[src/fz_div_pipe.sv]
// pipelined restoring divider, one quotient bit per stage, several lanes in lockstep
// no dependencies; the remainder entering must be below the divisor
module fz_div_pipe #(
  parameter int LANES = 1,
  parameter int QW    = 15,
  parameter int DW    = 11,
  parameter int SW    = 1
) (
  input  logic          clk_i,
  input  logic          rst_ni,
  input  logic          in_valid_i,
  input  logic [DW-1:0] rem_i  [LANES],
  input  logic [QW-1:0] bits_i [LANES],
  input  logic [DW-1:0] den_i  [LANES],
  input  logic [SW-1:0] side_i,
  output logic          out_valid_o,
  output logic [QW-1:0] quot_o [LANES],
  output logic [DW-1:0] rem_o  [LANES],
  output logic [SW-1:0] side_o
);

  logic          st_valid [QW+1];
  logic [DW-1:0] st_rem   [QW+1][LANES];
  logic [QW-1:0] st_bits  [QW+1][LANES];
  logic [QW-1:0] st_quot  [QW+1][LANES];
  logic [DW-1:0] st_den   [QW+1][LANES];
  logic [SW-1:0] st_side  [QW+1];

  assign st_valid[0] = in_valid_i;
  assign st_side[0]  = side_i;
  for (genvar l = 0; l < LANES; l++) begin : g_in
    assign st_rem[0][l]  = rem_i[l];
    assign st_bits[0][l] = bits_i[l];
    assign st_quot[0][l] = '0;
    assign st_den[0][l]  = den_i[l];
  end

  for (genvar s = 0; s < QW; s++) begin : g_stage
    logic          valid_q;
    logic [SW-1:0] side_q;
    logic [DW-1:0] rem_q  [LANES];
    logic [DW-1:0] rem_d  [LANES];
    logic [QW-1:0] bits_q [LANES];
    logic [QW-1:0] quot_q [LANES];
    logic [QW-1:0] quot_d [LANES];
    logic [DW-1:0] den_q  [LANES];

    always_comb begin
      logic [DW:0] shifted;
      logic [DW:0] diff;
      for (int l = 0; l < LANES; l++) begin
        shifted = {st_rem[s][l], st_bits[s][l][QW-1]};
        diff    = shifted - {1'b0, st_den[s][l]};
        if (shifted >= {1'b0, st_den[s][l]}) begin
          rem_d[l]  = diff[DW-1:0];
          quot_d[l] = {st_quot[s][l][QW-2:0], 1'b1};
        end else begin
          rem_d[l]  = shifted[DW-1:0];
          quot_d[l] = {st_quot[s][l][QW-2:0], 1'b0};
        end
      end
    end

    always_ff @(posedge clk_i or negedge rst_ni) begin
      if (!rst_ni) begin
        valid_q <= 1'b0;
      end else begin
        valid_q <= st_valid[s];
      end
    end

    always_ff @(posedge clk_i) begin
      side_q <= st_side[s];
      for (int l = 0; l < LANES; l++) begin
        rem_q[l]  <= rem_d[l];
        quot_q[l] <= quot_d[l];
        bits_q[l] <= {st_bits[s][l][QW-2:0], 1'b0};
        den_q[l]  <= st_den[s][l];
      end
    end

    assign st_valid[s+1] = valid_q;
    assign st_side[s+1]  = side_q;
    for (genvar l = 0; l < LANES; l++) begin : g_out
      assign st_rem[s+1][l]  = rem_q[l];
      assign st_bits[s+1][l] = bits_q[l];
      assign st_quot[s+1][l] = quot_q[l];
      assign st_den[s+1][l]  = den_q[l];
    end
  end

  assign out_valid_o = st_valid[QW];
  assign side_o      = st_side[QW];
  for (genvar l = 0; l < LANES; l++) begin : g_res
    assign quot_o[l] = st_quot[QW][l];
    assign rem_o[l]  = st_rem[QW][l];
  end

endmodule

[config.mk]
export PLATFORM = sky130hd
export DESIGN_NAME = fz_div_pipe
export DESIGN_NICKNAME = d
export VERILOG_FILES = /design/src/fz_div_pipe.sv
export SDC_FILE = /design/constraint.sdc
export NUM_CORES = 1
export LEC_CHECK = 0
export BUFFER_PORTS_ARGS = -buffer_cell sky130_fd_sc_hd__buf_2
export CORE_MARGIN = 2
export CORE_UTILIZATION = 50
export CTS_BUF_LIST = sky130_fd_sc_hd__clkbuf_8
export DETAILED_ROUTE_END_ITERATION = 12
export MAX_ROUTING_LAYER = met4
export PLACE_DENSITY = 0.64
export SKIP_CTS_REPAIR_TIMING = 1
export SYNTH_ARGS = -nofsm -noshare
export SYNTH_HDL_FRONTEND = slang
export SYNTH_SLANG_ARGS = --single-unit
[constraint.sdc]
create_clock -name clk_i -period 7 [get_ports clk_i]
set_clock_uncertainty 0.15 [all_clocks]
set_input_delay 0.7 -clock clk_i [delete_from_list [all_inputs] [get_ports clk_i]]
set_output_delay 0.7 -clock clk_i [all_outputs]
set_load 0.1 [all_outputs]
==> impl_metrics.toml, run 1 <==
[sta]
finalCriticalPeriod_ps = 3100
worstMarginPinSlew_ps = 1200
final.period_utilization = 0.443
tns_ps = 0
finalMaxSlewViolations = 0
setup_viol = 0
hold_viol_final = 0
max_freq_ghz = 0.323
rsz0062_at_grt = "false"
slew_headroom = 0.200

[grt]
antenna_found_initial = 0
globalRouteOverflowTotal = 0
grt_max_degree = 22
grt_pass1_wl_mm = 66.6
grt_use_total = 0.185
grt_pass1_vias = 14500

[final_layout]
nets = 2436
antennaDiodeCount = 0
seq_area_sq_mm = 0.0116
multi_input_comb_area_sq_mm = 0.00951
layout-drive-gt1-share = 0.130
layout.cells.non_filler = 2869
filler_cell_count = 3664
area_delta_synth_final_pct = 14.1

[routing]
via_per_inst = 5.07
drtPass1Iterations = 6
drt_iter0_markers = 636
wl_mm = 40.4
routedWlPerCell_um = 14.1
vias = 14500
ant_nets = 0
drc = 0

[outcome]
status = "finished, final reports clean"

[floorplanning]
io_pins = 69
coreArea_sq_mm = 0.0433
die_area_sq_mm = 0.0457
start_util = 0.509
num_rows = 76
die_h_um = 214
die_w_um = 214

[worst_hold_path]
hp-class = "primary input to flop"

[pwr]
leakagePower_nw = 11.5
peakVddDrop_uv = 259
p_total_mw = 13.0
power.density_mw_per_mm2 = 517

[yosys]
yosysMostFrequentCell = "dfxtp_1"
yosysTopAreaCell = "dfxtp_1"
ys_top_cells_by_count = "dfxtp_1, inv_1, ha_1"
ys_warn_count = 0
synth-edff-count = 0
synthesis.instances = 2054
ys_ff_latch = 574
synthFlopType = "dfxtp_1"
synth_area_leaders = "dfxtp_1, ha_1, inv_1"
synth_top_area_frac = 0.508
syn_nets = 2275
syn-cell-area_sq_mm = 0.0220
synth_area_per_cell_sq_um = 10.7
synth-async-reset-ratio = 0.0261
ys_seq_area_frac = 0.525
ys_types = 68

[clock_tree]
cts_tree = "built"
clk_path_buf_depth = 3
cts.htree.levels = 3
cts_buffers = 90
clk_latency_ps = 640
root_buffer = "clkbuf_8"
cts.clk_slew.worst_paths_ps = 60
clock-sinks = 574

[worst_setup_path]
worst-setup-path-type = "primary input to flop"
start_kind = "primary input"
cp-end-kind = "flop"
critPathRequiredTime_ps = 7320
cp_data_arrival_time_ps = 3420
cp_max_fo = 21

[job]
maxCapViolations = 0

[place]
globalplace.congestion = 0.888
dp_hpwl_mm = 29.9
port-buffer-count = 68
dp.cells = 2686
per-layer routing:
metal | share of wire | routed length (um) | global-route usage | up-vias
li1 | - | - | - | 7453
met1 | 0.42 | 16900 | 0.197 | 6748
met2 | 0.51 | 20700 | 0.334 | 238
met3 | 0.036 | 1470 | 0.0350 | 95
met4 | 0.031 | 1240 | 0.0802 | 0
met5 | 0 | 0 | - | -
final cells by class:
cell class / instances / share of cell area
Tap cell: 585 / 0.0291
Timing Repair Buffer: 91 / 0.0226
Clock inverter: 46 / 0.0127
Sequential cell: 574 / 0.460
Clock buffer: 115 / 0.0630
Inverter: 223 / 0.0333
Multi-Input combinational cell: 1235 / 0.379
path summary, 6_finish.rpt:
kind / from / slack (ps) / depth (start not counted) / to
worst min register to register: g_stage[7].quot_q[0][4]$_DFF_P_ / 160 / 0 / g_stage[8].quot_q[0][5]$_DFF_P_
worst max-delay path: den_i[9] / 3900 / 8 / g_stage[0].rem_q[0][2]$_DFF_P_
worst min-delay path: den_i[8] / 40 / 1 / g_stage[0].den_q[0][8]$_DFF_P_
max in group asynchronous: rst_ni / 6110 / 2 / g_stage[0].valid_q$_DFF_PN0_
min in group asynchronous: rst_ni / 340 / 2 / g_stage[10].valid_q$_DFF_PN0_
worst max register to register: g_stage[5].bits_q[0][13]$_DFF_P_ / 3980 / 9 / g_stage[6].rem_q[0][10]$_DFF_P_
flip-flops by register name, indices dropped and copies added (netlist names):
name,count
g_stage.quot_q,120
g_stage.side_q,14
out_valid_o,1
g_stage.valid_q,14
side_o,1
g_stage.bits_q,105
g_stage.rem_q,165
g_stage.den_q,154
metrics by stage:
step	area, sq um	utilization	worst slack (ps)	hold slack (ps)
floorplan	22000	-	4400	160
CTS	24900	0.575	3960	-225
global route	25100	0.581	3660	0.468
finish	25100	0.581	3900	36.7
global placement	23000	0.532	3990	160
detailed placement	23000	0.532	3820	162
cell families (layout without fill, tap and decap cells):
| group | after synthesis | count (layout) | share of synthesized area |
|---|---|---|---|
| adders and majority gates | 180 | 180 | 0.107 |
| DFF | 574 | 574 | 0.525 |
| and+or+nand+nor | 375 | 375 | 0.0813 |
| xor gates and xnor gates | 103 | 103 | 0.0410 |
| muxes | 112 | 112 | 0.0568 |
| buffers and inverters | 245 | 475 | 0.0449 |
| AOI/OAI and AO/OA | 465 | 465 | 0.144 |
where the power goes:
part,total [mW],internal [mW],switching (mW)
registers,4.62,4.21,0.414
clock network,2.87,1.63,1.24
logic,5.51,2.33,3.18
critical path: stages:
cell and delay (ps):
dlygate4sd3_1 520, buf_2 100, inv_1 40, ha_1 340, a21oi_1 330, a21boi_0 220
o32ai_2 880, o21ai_0 270
layout by cell type (no fill, tap or decap), drive strengths merged, types with 26 or more instances in the layout:
master / instances
clkbuf: 115
a21oi: 121
dfxtp: 559
buf: 69
nand2: 142
xnor2: 78
nor2: 76
a21o: 31
mux2i: 29
nor2b: 33
inv: 248
ha: 165
o21ai: 134
nor3: 26
mux2: 83
nand2b: 35
(Power assumes the default switching activity.)
==> inputs of run 2 (changes only) <==
==> constraint.sdc (replaced) <==
create_clock -name clk_i -period 2.9 [get_ports clk_i]
set_clock_uncertainty 0.15 [all_clocks]
set_input_delay 0.29 -clock clk_i [delete_from_list [all_inputs] [get_ports clk_i]]
set_output_delay 0.29 -clock clk_i [all_outputs]
set_load 0.1 [all_outputs]
==> run 2 against run 1 <==
Against the previous run:
- cell count rose by 1.4%
- sequential power rose by 140%
- routed wire length rose by 0.22%
- critical path type is now flop to flop
- largest cell class unchanged
==> impl_metrics.toml, run 2 (synthesis results as in run 1) <==
[grt]
globalRouteOverflowTotal = 0
grt_max_degree = 22
grt_pass1_vias = 14300
grt_pass1_wl_mm = 66.0
antenna_found_initial = 0
grt_use_total = 0.185

[floorplanning]
io_pins = 69
start_util = 0.509
die_w_um = 214
coreArea_sq_mm = 0.0433
num_rows = 76
die_h_um = 214
die_area_sq_mm = 0.0457

[worst_hold_path]
hp-class = "primary input to flop"

[pwr]
leakagePower_nw = 11.6
power.density_mw_per_mm2 = 1240
peakVddDrop_uv = 695

[clock_tree]
clk_path_buf_depth = 3
root_buffer = "clkbuf_8"
clk_latency_ps = 650
cts_tree = "built"
clock-sinks = 574
cts.clk_slew.worst_paths_ps = 60
cts.htree.levels = 3
cts_buffers = 90

[final_layout]
postLayoutCellArea_sq_mm = 0.0254
antennaDiodeCount = 0
area_delta_synth_final_pct = 15.4
regMostFlops = "g_stage.rem_q"
top_regs = "g_stage.rem_q x165, g_stage.den_q x154, g_stage.quot_q x120"
nets = 2473
layout_commonest_cell = "dfxtp_1"
largest_reg_flops = 165
layout-drive-gt1-share = 0.134
layout.cells.non_filler = 2908
final_cell_mix = "dfxtp_1, inv_1, ha_1, nand2_1, o21ai_0"

[routing]
routedWlPerCell_um = 13.9
drtPass1Iterations = 5
vias = 14700
wl_mm = 40.4
drt_iter0_markers = 610
drc = 0
via_per_inst = 5.06
ant_nets = 0

[sta]
rsz0062_at_grt = "false"
worstMarginPinSlew_ps = 1120
tns_ps = 0
max_freq_ghz = 0.358
slew_headroom = 0.257
finalCriticalPeriod_ps = 2800
hold_viol_final = 0
setup_viol = 0
finalMaxSlewViolations = 0
final.period_utilization = 0.964

[worst_setup_path]
start_kind = "flop"
cp_max_fo = 12
crit_chain = "ha_1 > fa_1 > nand2b_1 > a21oi_2 > a41o_1 > a21oi_1 > o31ai_4 > buf_4 > mux2_2"
cpPeakStageDelay_ps = 400
critical_path_buf_inv_count = 1
worst-setup-path-type = "flop to flop"
cp-end-kind = "flop"
critPathRequiredTime_ps = 3290
cp_top_family = "compound AO/OA/AOI/OAI gates"
cp_slowest_cell = "fa_1"
cp_data_arrival_time_ps = 3180

[place]
dp.cells = 2701
place_area_sq_mm = 0.0231
dp_hpwl_mm = 30.3
port-buffer-count = 68
globalplace.congestion = 0.916

[job]
maxCapViolations = 0

[outcome]
status = "finished, final reports clean"
-- run 2: cell types whose count changed in the layout (fill, tap and decap cells not counted), moves of 2 or more --
cell	previous run	this run
inv_8	0	2
inv_1	246	250
clkbuf_8	115	112
buf_4	1	18
dlygate4sd3_1	22	42
bufinv_16	4	2
-- run 2: layer usage --
| metal | part of all wire | GRT usage | up-vias |
|---|---|---|---|
| met1 | 0.42 | 0.203 | 6841 |
| met5 | 0 | - | - |
| met3 | 0.037 | 0.0373 | 93 |
| li1 | - | - | 7517 |
| met4 | 0.031 | 0.0769 | 0 |
| met2 | 0.51 | 0.327 | 274 |
-- run 2: layout make-up --
type | count | area (sq um)
Clock buffer | 112 | 1540
Inverter | 223 | 837
Multi-Input combinational cell | 1235 | 9530
Sequential cell | 574 | 11600
Fill cell | 3728 | 17900
Tap cell | 585 | 732
Clock inverter | 51 | 315
Timing Repair Buffer | 128 | 896
-- run 2: per-stage QoR --
stage,total power [mW],hold WS [ps],worst slack [ps],util
after floorplan,22.0,-156,406,-
after global placement,24.5,38.4,144,0.534
after detailed placement,24.8,61.2,113,0.534
after CTS,31.7,-660,103,0.577
after global routing,33.8,69.6,4.52,0.587
final,31.4,81.9,105,0.587
-- run 2: final timing paths --
kind                                                 startpoint                               to  slack, ps  depth (start not counted)
worst max-delay path             g_stage[1].den_q[0][0]$_DFF_P_   g_stage[2].rem_q[0][2]$_DFF_P_        100                          9
worst min-delay path                                   rem_i[8]   g_stage[0].rem_q[0][9]$_DFF_P_         80                          4
worst max register to register   g_stage[1].den_q[0][0]$_DFF_P_   g_stage[2].rem_q[0][2]$_DFF_P_        100                          9
worst min register to register  g_stage[6].quot_q[0][2]$_DFF_P_  g_stage[7].quot_q[0][3]$_DFF_P_        150                          0
max in group asynchronous                                rst_ni     g_stage[0].valid_q$_DFF_PN0_       1580                          3
min in group asynchronous                                rst_ni            out_valid_o$_DFF_PN0_        590                          3
-- run 2: tightest hold or removal path, delay by kind of cell --
kind                       cells  cell delay (ps)
AOI/OAI and AO/OA              2              240
buffers and inverters          1               90
adders and majority gates      1              220
-- run 2: where the power goes --
group          switching (mW)  leakage (nW)  internal, mW
logic                    7.77          5.68          5.84
registers                1.01          4.89          10.2
clock network            2.99          1.05          3.69
==> inputs of run 3 (changes only) <==
--- a/config.mk
+++ b/config.mk
@@ -5,13 +5,13 @@
 export SDC_FILE = /design/constraint.sdc
 export NUM_CORES = 1
 export LEC_CHECK = 0
-export BUFFER_PORTS_ARGS = -buffer_cell sky130_fd_sc_hd__buf_2
 export CORE_MARGIN = 2
 export CORE_UTILIZATION = 50
 export CTS_BUF_LIST = sky130_fd_sc_hd__clkbuf_8
 export DETAILED_ROUTE_END_ITERATION = 12
+export DONT_BUFFER_PORTS = 1
 export MAX_ROUTING_LAYER = met4
-export PLACE_DENSITY = 0.64
+export PLACE_DENSITY = 0.63
 export SKIP_CTS_REPAIR_TIMING = 1
 export SYNTH_ARGS = -nofsm -noshare
 export SYNTH_HDL_FRONTEND = slang
==> run 3 against run 2 <==
Against the previous run:
- the flow now finishes with violations (hold timing)
- highest routed layer unchanged
- non-clock buffer count down 66
- clock power up 3%
- maximum frequency up 0.94%
- hold slack worse by 98 ps
- sequential power up 12%
- global-route usage up 0.15 points
- first-iteration DRC count up 1.6%
- via count down 2.3%
- routed wire length up 0.97%
- critical path depth unchanged
==> impl_metrics.toml, run 3 (synthesis results as in run 1) <==
[outcome]
status = "complete, but fails checks"
violations = "hold timing"

[pwr]
leakagePower_nw = 11.4
peakVddDrop_uv = 699
power.density_mw_per_mm2 = 1250

[clock_tree]
clock-sinks = 574
cts.htree.levels = 3
clk_path_buf_depth = 3
cts.clk_slew.worst_paths_ps = 60
clk_latency_ps = 650
cts_tree = "built"
root_buffer = "clkbuf_8"
cts_buffers = 90

[place]
port-buffer-count = 0
dp_hpwl_mm = 30.4
dp.cells = 2633
globalplace.congestion = 0.920

[floorplanning]
coreArea_sq_mm = 0.0433
num_rows = 76
die_h_um = 214
die_w_um = 214
start_util = 0.509
io_pins = 69
die_area_sq_mm = 0.0457

[routing]
wl_mm = 40.8
drt_iter0_markers = 620
vias = 14400
via_per_inst = 5.07
drtPass1Iterations = 4
drc = 0
routedWlPerCell_um = 14.4
ant_nets = 0

[sta]
hold_viol_final = 1
worstMarginPinSlew_ps = 1100
finalMaxSlewViolations = 0
finalCriticalPeriod_ps = 2770
max_freq_ghz = 0.361
setup_viol = 0
holdWs_ps = -16.5
final.period_utilization = 0.955
slew_headroom = 0.264

[worst_setup_path]
rr_endpoint = "g_stage[2].rem_q[0][6]$_DFF_P_"
start_kind = "flop"
critPathRequiredTime_ps = 3280
cp_max_fo = 12
r2r_setup_slack_ps = 130
cp-end-kind = "flop"
cp_data_arrival_time_ps = 3150
worst-setup-path-type = "flop to flop"
worst-r2r-cell-count = 9
r2r_start = "g_stage[1].den_q[0][0]$_DFF_P_"
crit_end = "g_stage[2].rem_q[0][6]$_DFF_P_"
startpoint = "g_stage[1].den_q[0][0]$_DFF_P_"

[final_layout]
top_regs = "g_stage.rem_q x165, g_stage.den_q x154, g_stage.quot_q x120"
regMostFlops = "g_stage.rem_q"
layout.cells.non_filler = 2839
nets = 2407
antennaDiodeCount = 0
layout-drive-gt1-share = 0.105
area_delta_synth_final_pct = 14.4
layout_commonest_cell = "dfxtp_1"
largest_reg_flops = 165
final_cell_mix = "dfxtp_1, inv_1, ha_1, nand2_1, o21ai_0"

[grt]
grt_use_total = 0.186
antenna_found_initial = 0
globalRouteOverflowTotal = 0
grt_pass1_wl_mm = 66.7
grt_max_degree = 22
grt_pass1_vias = 14300

[job]
maxCapViolations = 0

[worst_hold_path]
hp-class = "primary input to flop"
## run 3: worst min path at each step
stage	startpoint	to	slack, ps	cells after the start
2_1_floorplan	rst_ni	g_stage[0].valid_q$_DFF_PN0_	-160	0
3_3_place_gp	rst_ni	g_stage[9].valid_q$_DFF_PN0_	-160	0
3_5_place_dp	rst_ni	g_stage[12].valid_q$_DFF_PN0_	-160	0
4_1_cts	rst_ni	g_stage[5].valid_q$_DFF_PN0_	-900	0
5_1_grt	bits_i[9]	g_stage[0].bits_q[0][9]$_DFF_P_	-8	1
6_report	den_i[2]	g_stage[0].rem_q[0][2]$_DFF_P_	-20	4
## run 3: through the flow
step                      instance area, sq um  utilization  worst slack (ps)  setup TNS [ps]  power (mW)
final                                    25200        0.582               131               0        31.6
after global routing                     25200        0.582             -6.97           -6.97        33.9
after CTS                                24700        0.570              32.0               0        31.7
after detailed placement                 22800        0.526              58.4               0        24.7
after global placement                   22800        0.526              47.1               0        24.4
after floorplan                          22000            -               406               0        22.0
## run 3: final cells by class
type / instances / area [sq um]
clock inverter: 48 / 342
tap: 585 / 732
fill: 3697 / 18100
sequential: 574 / 11600
multi-input combinational: 1235 / 9580
clock buffer: 112 / 1540
timing repair buffer: 62 / 594
inverter: 223 / 837
## run 3: routing by layer
metal | vias up | share of wire | routed length [um] | global-route usage
met1 | 6656 | 0.42 | 17100 | 0.202
li1 | 7401 | - | - | -
met4 | 0 | 0.029 | 1180 | 0.0857
met5 | - | 0 | 0 | -
met2 | 252 | 0.51 | 20900 | 0.328
met3 | 77 | 0.040 | 1650 | 0.0373
## run 3: power breakdown
part	switching, mW	internal, mW	total (mW)
Sequential	2.30	10.2	12.5
Combinational	6.52	5.77	12.3
Clock	3.00	3.85	6.86
Total	11.8	19.8	31.6
## run 3: worst max-delay path: stages (launching register included)
cell	delay (ps)
dfxtp_1	350
ha_1	230
fa_1	400
nand2b_1	200
a21oi_4	200
a41o_1	160
a21oi_1	140
o31ai_4	230
buf_4	240
mux2_1	350
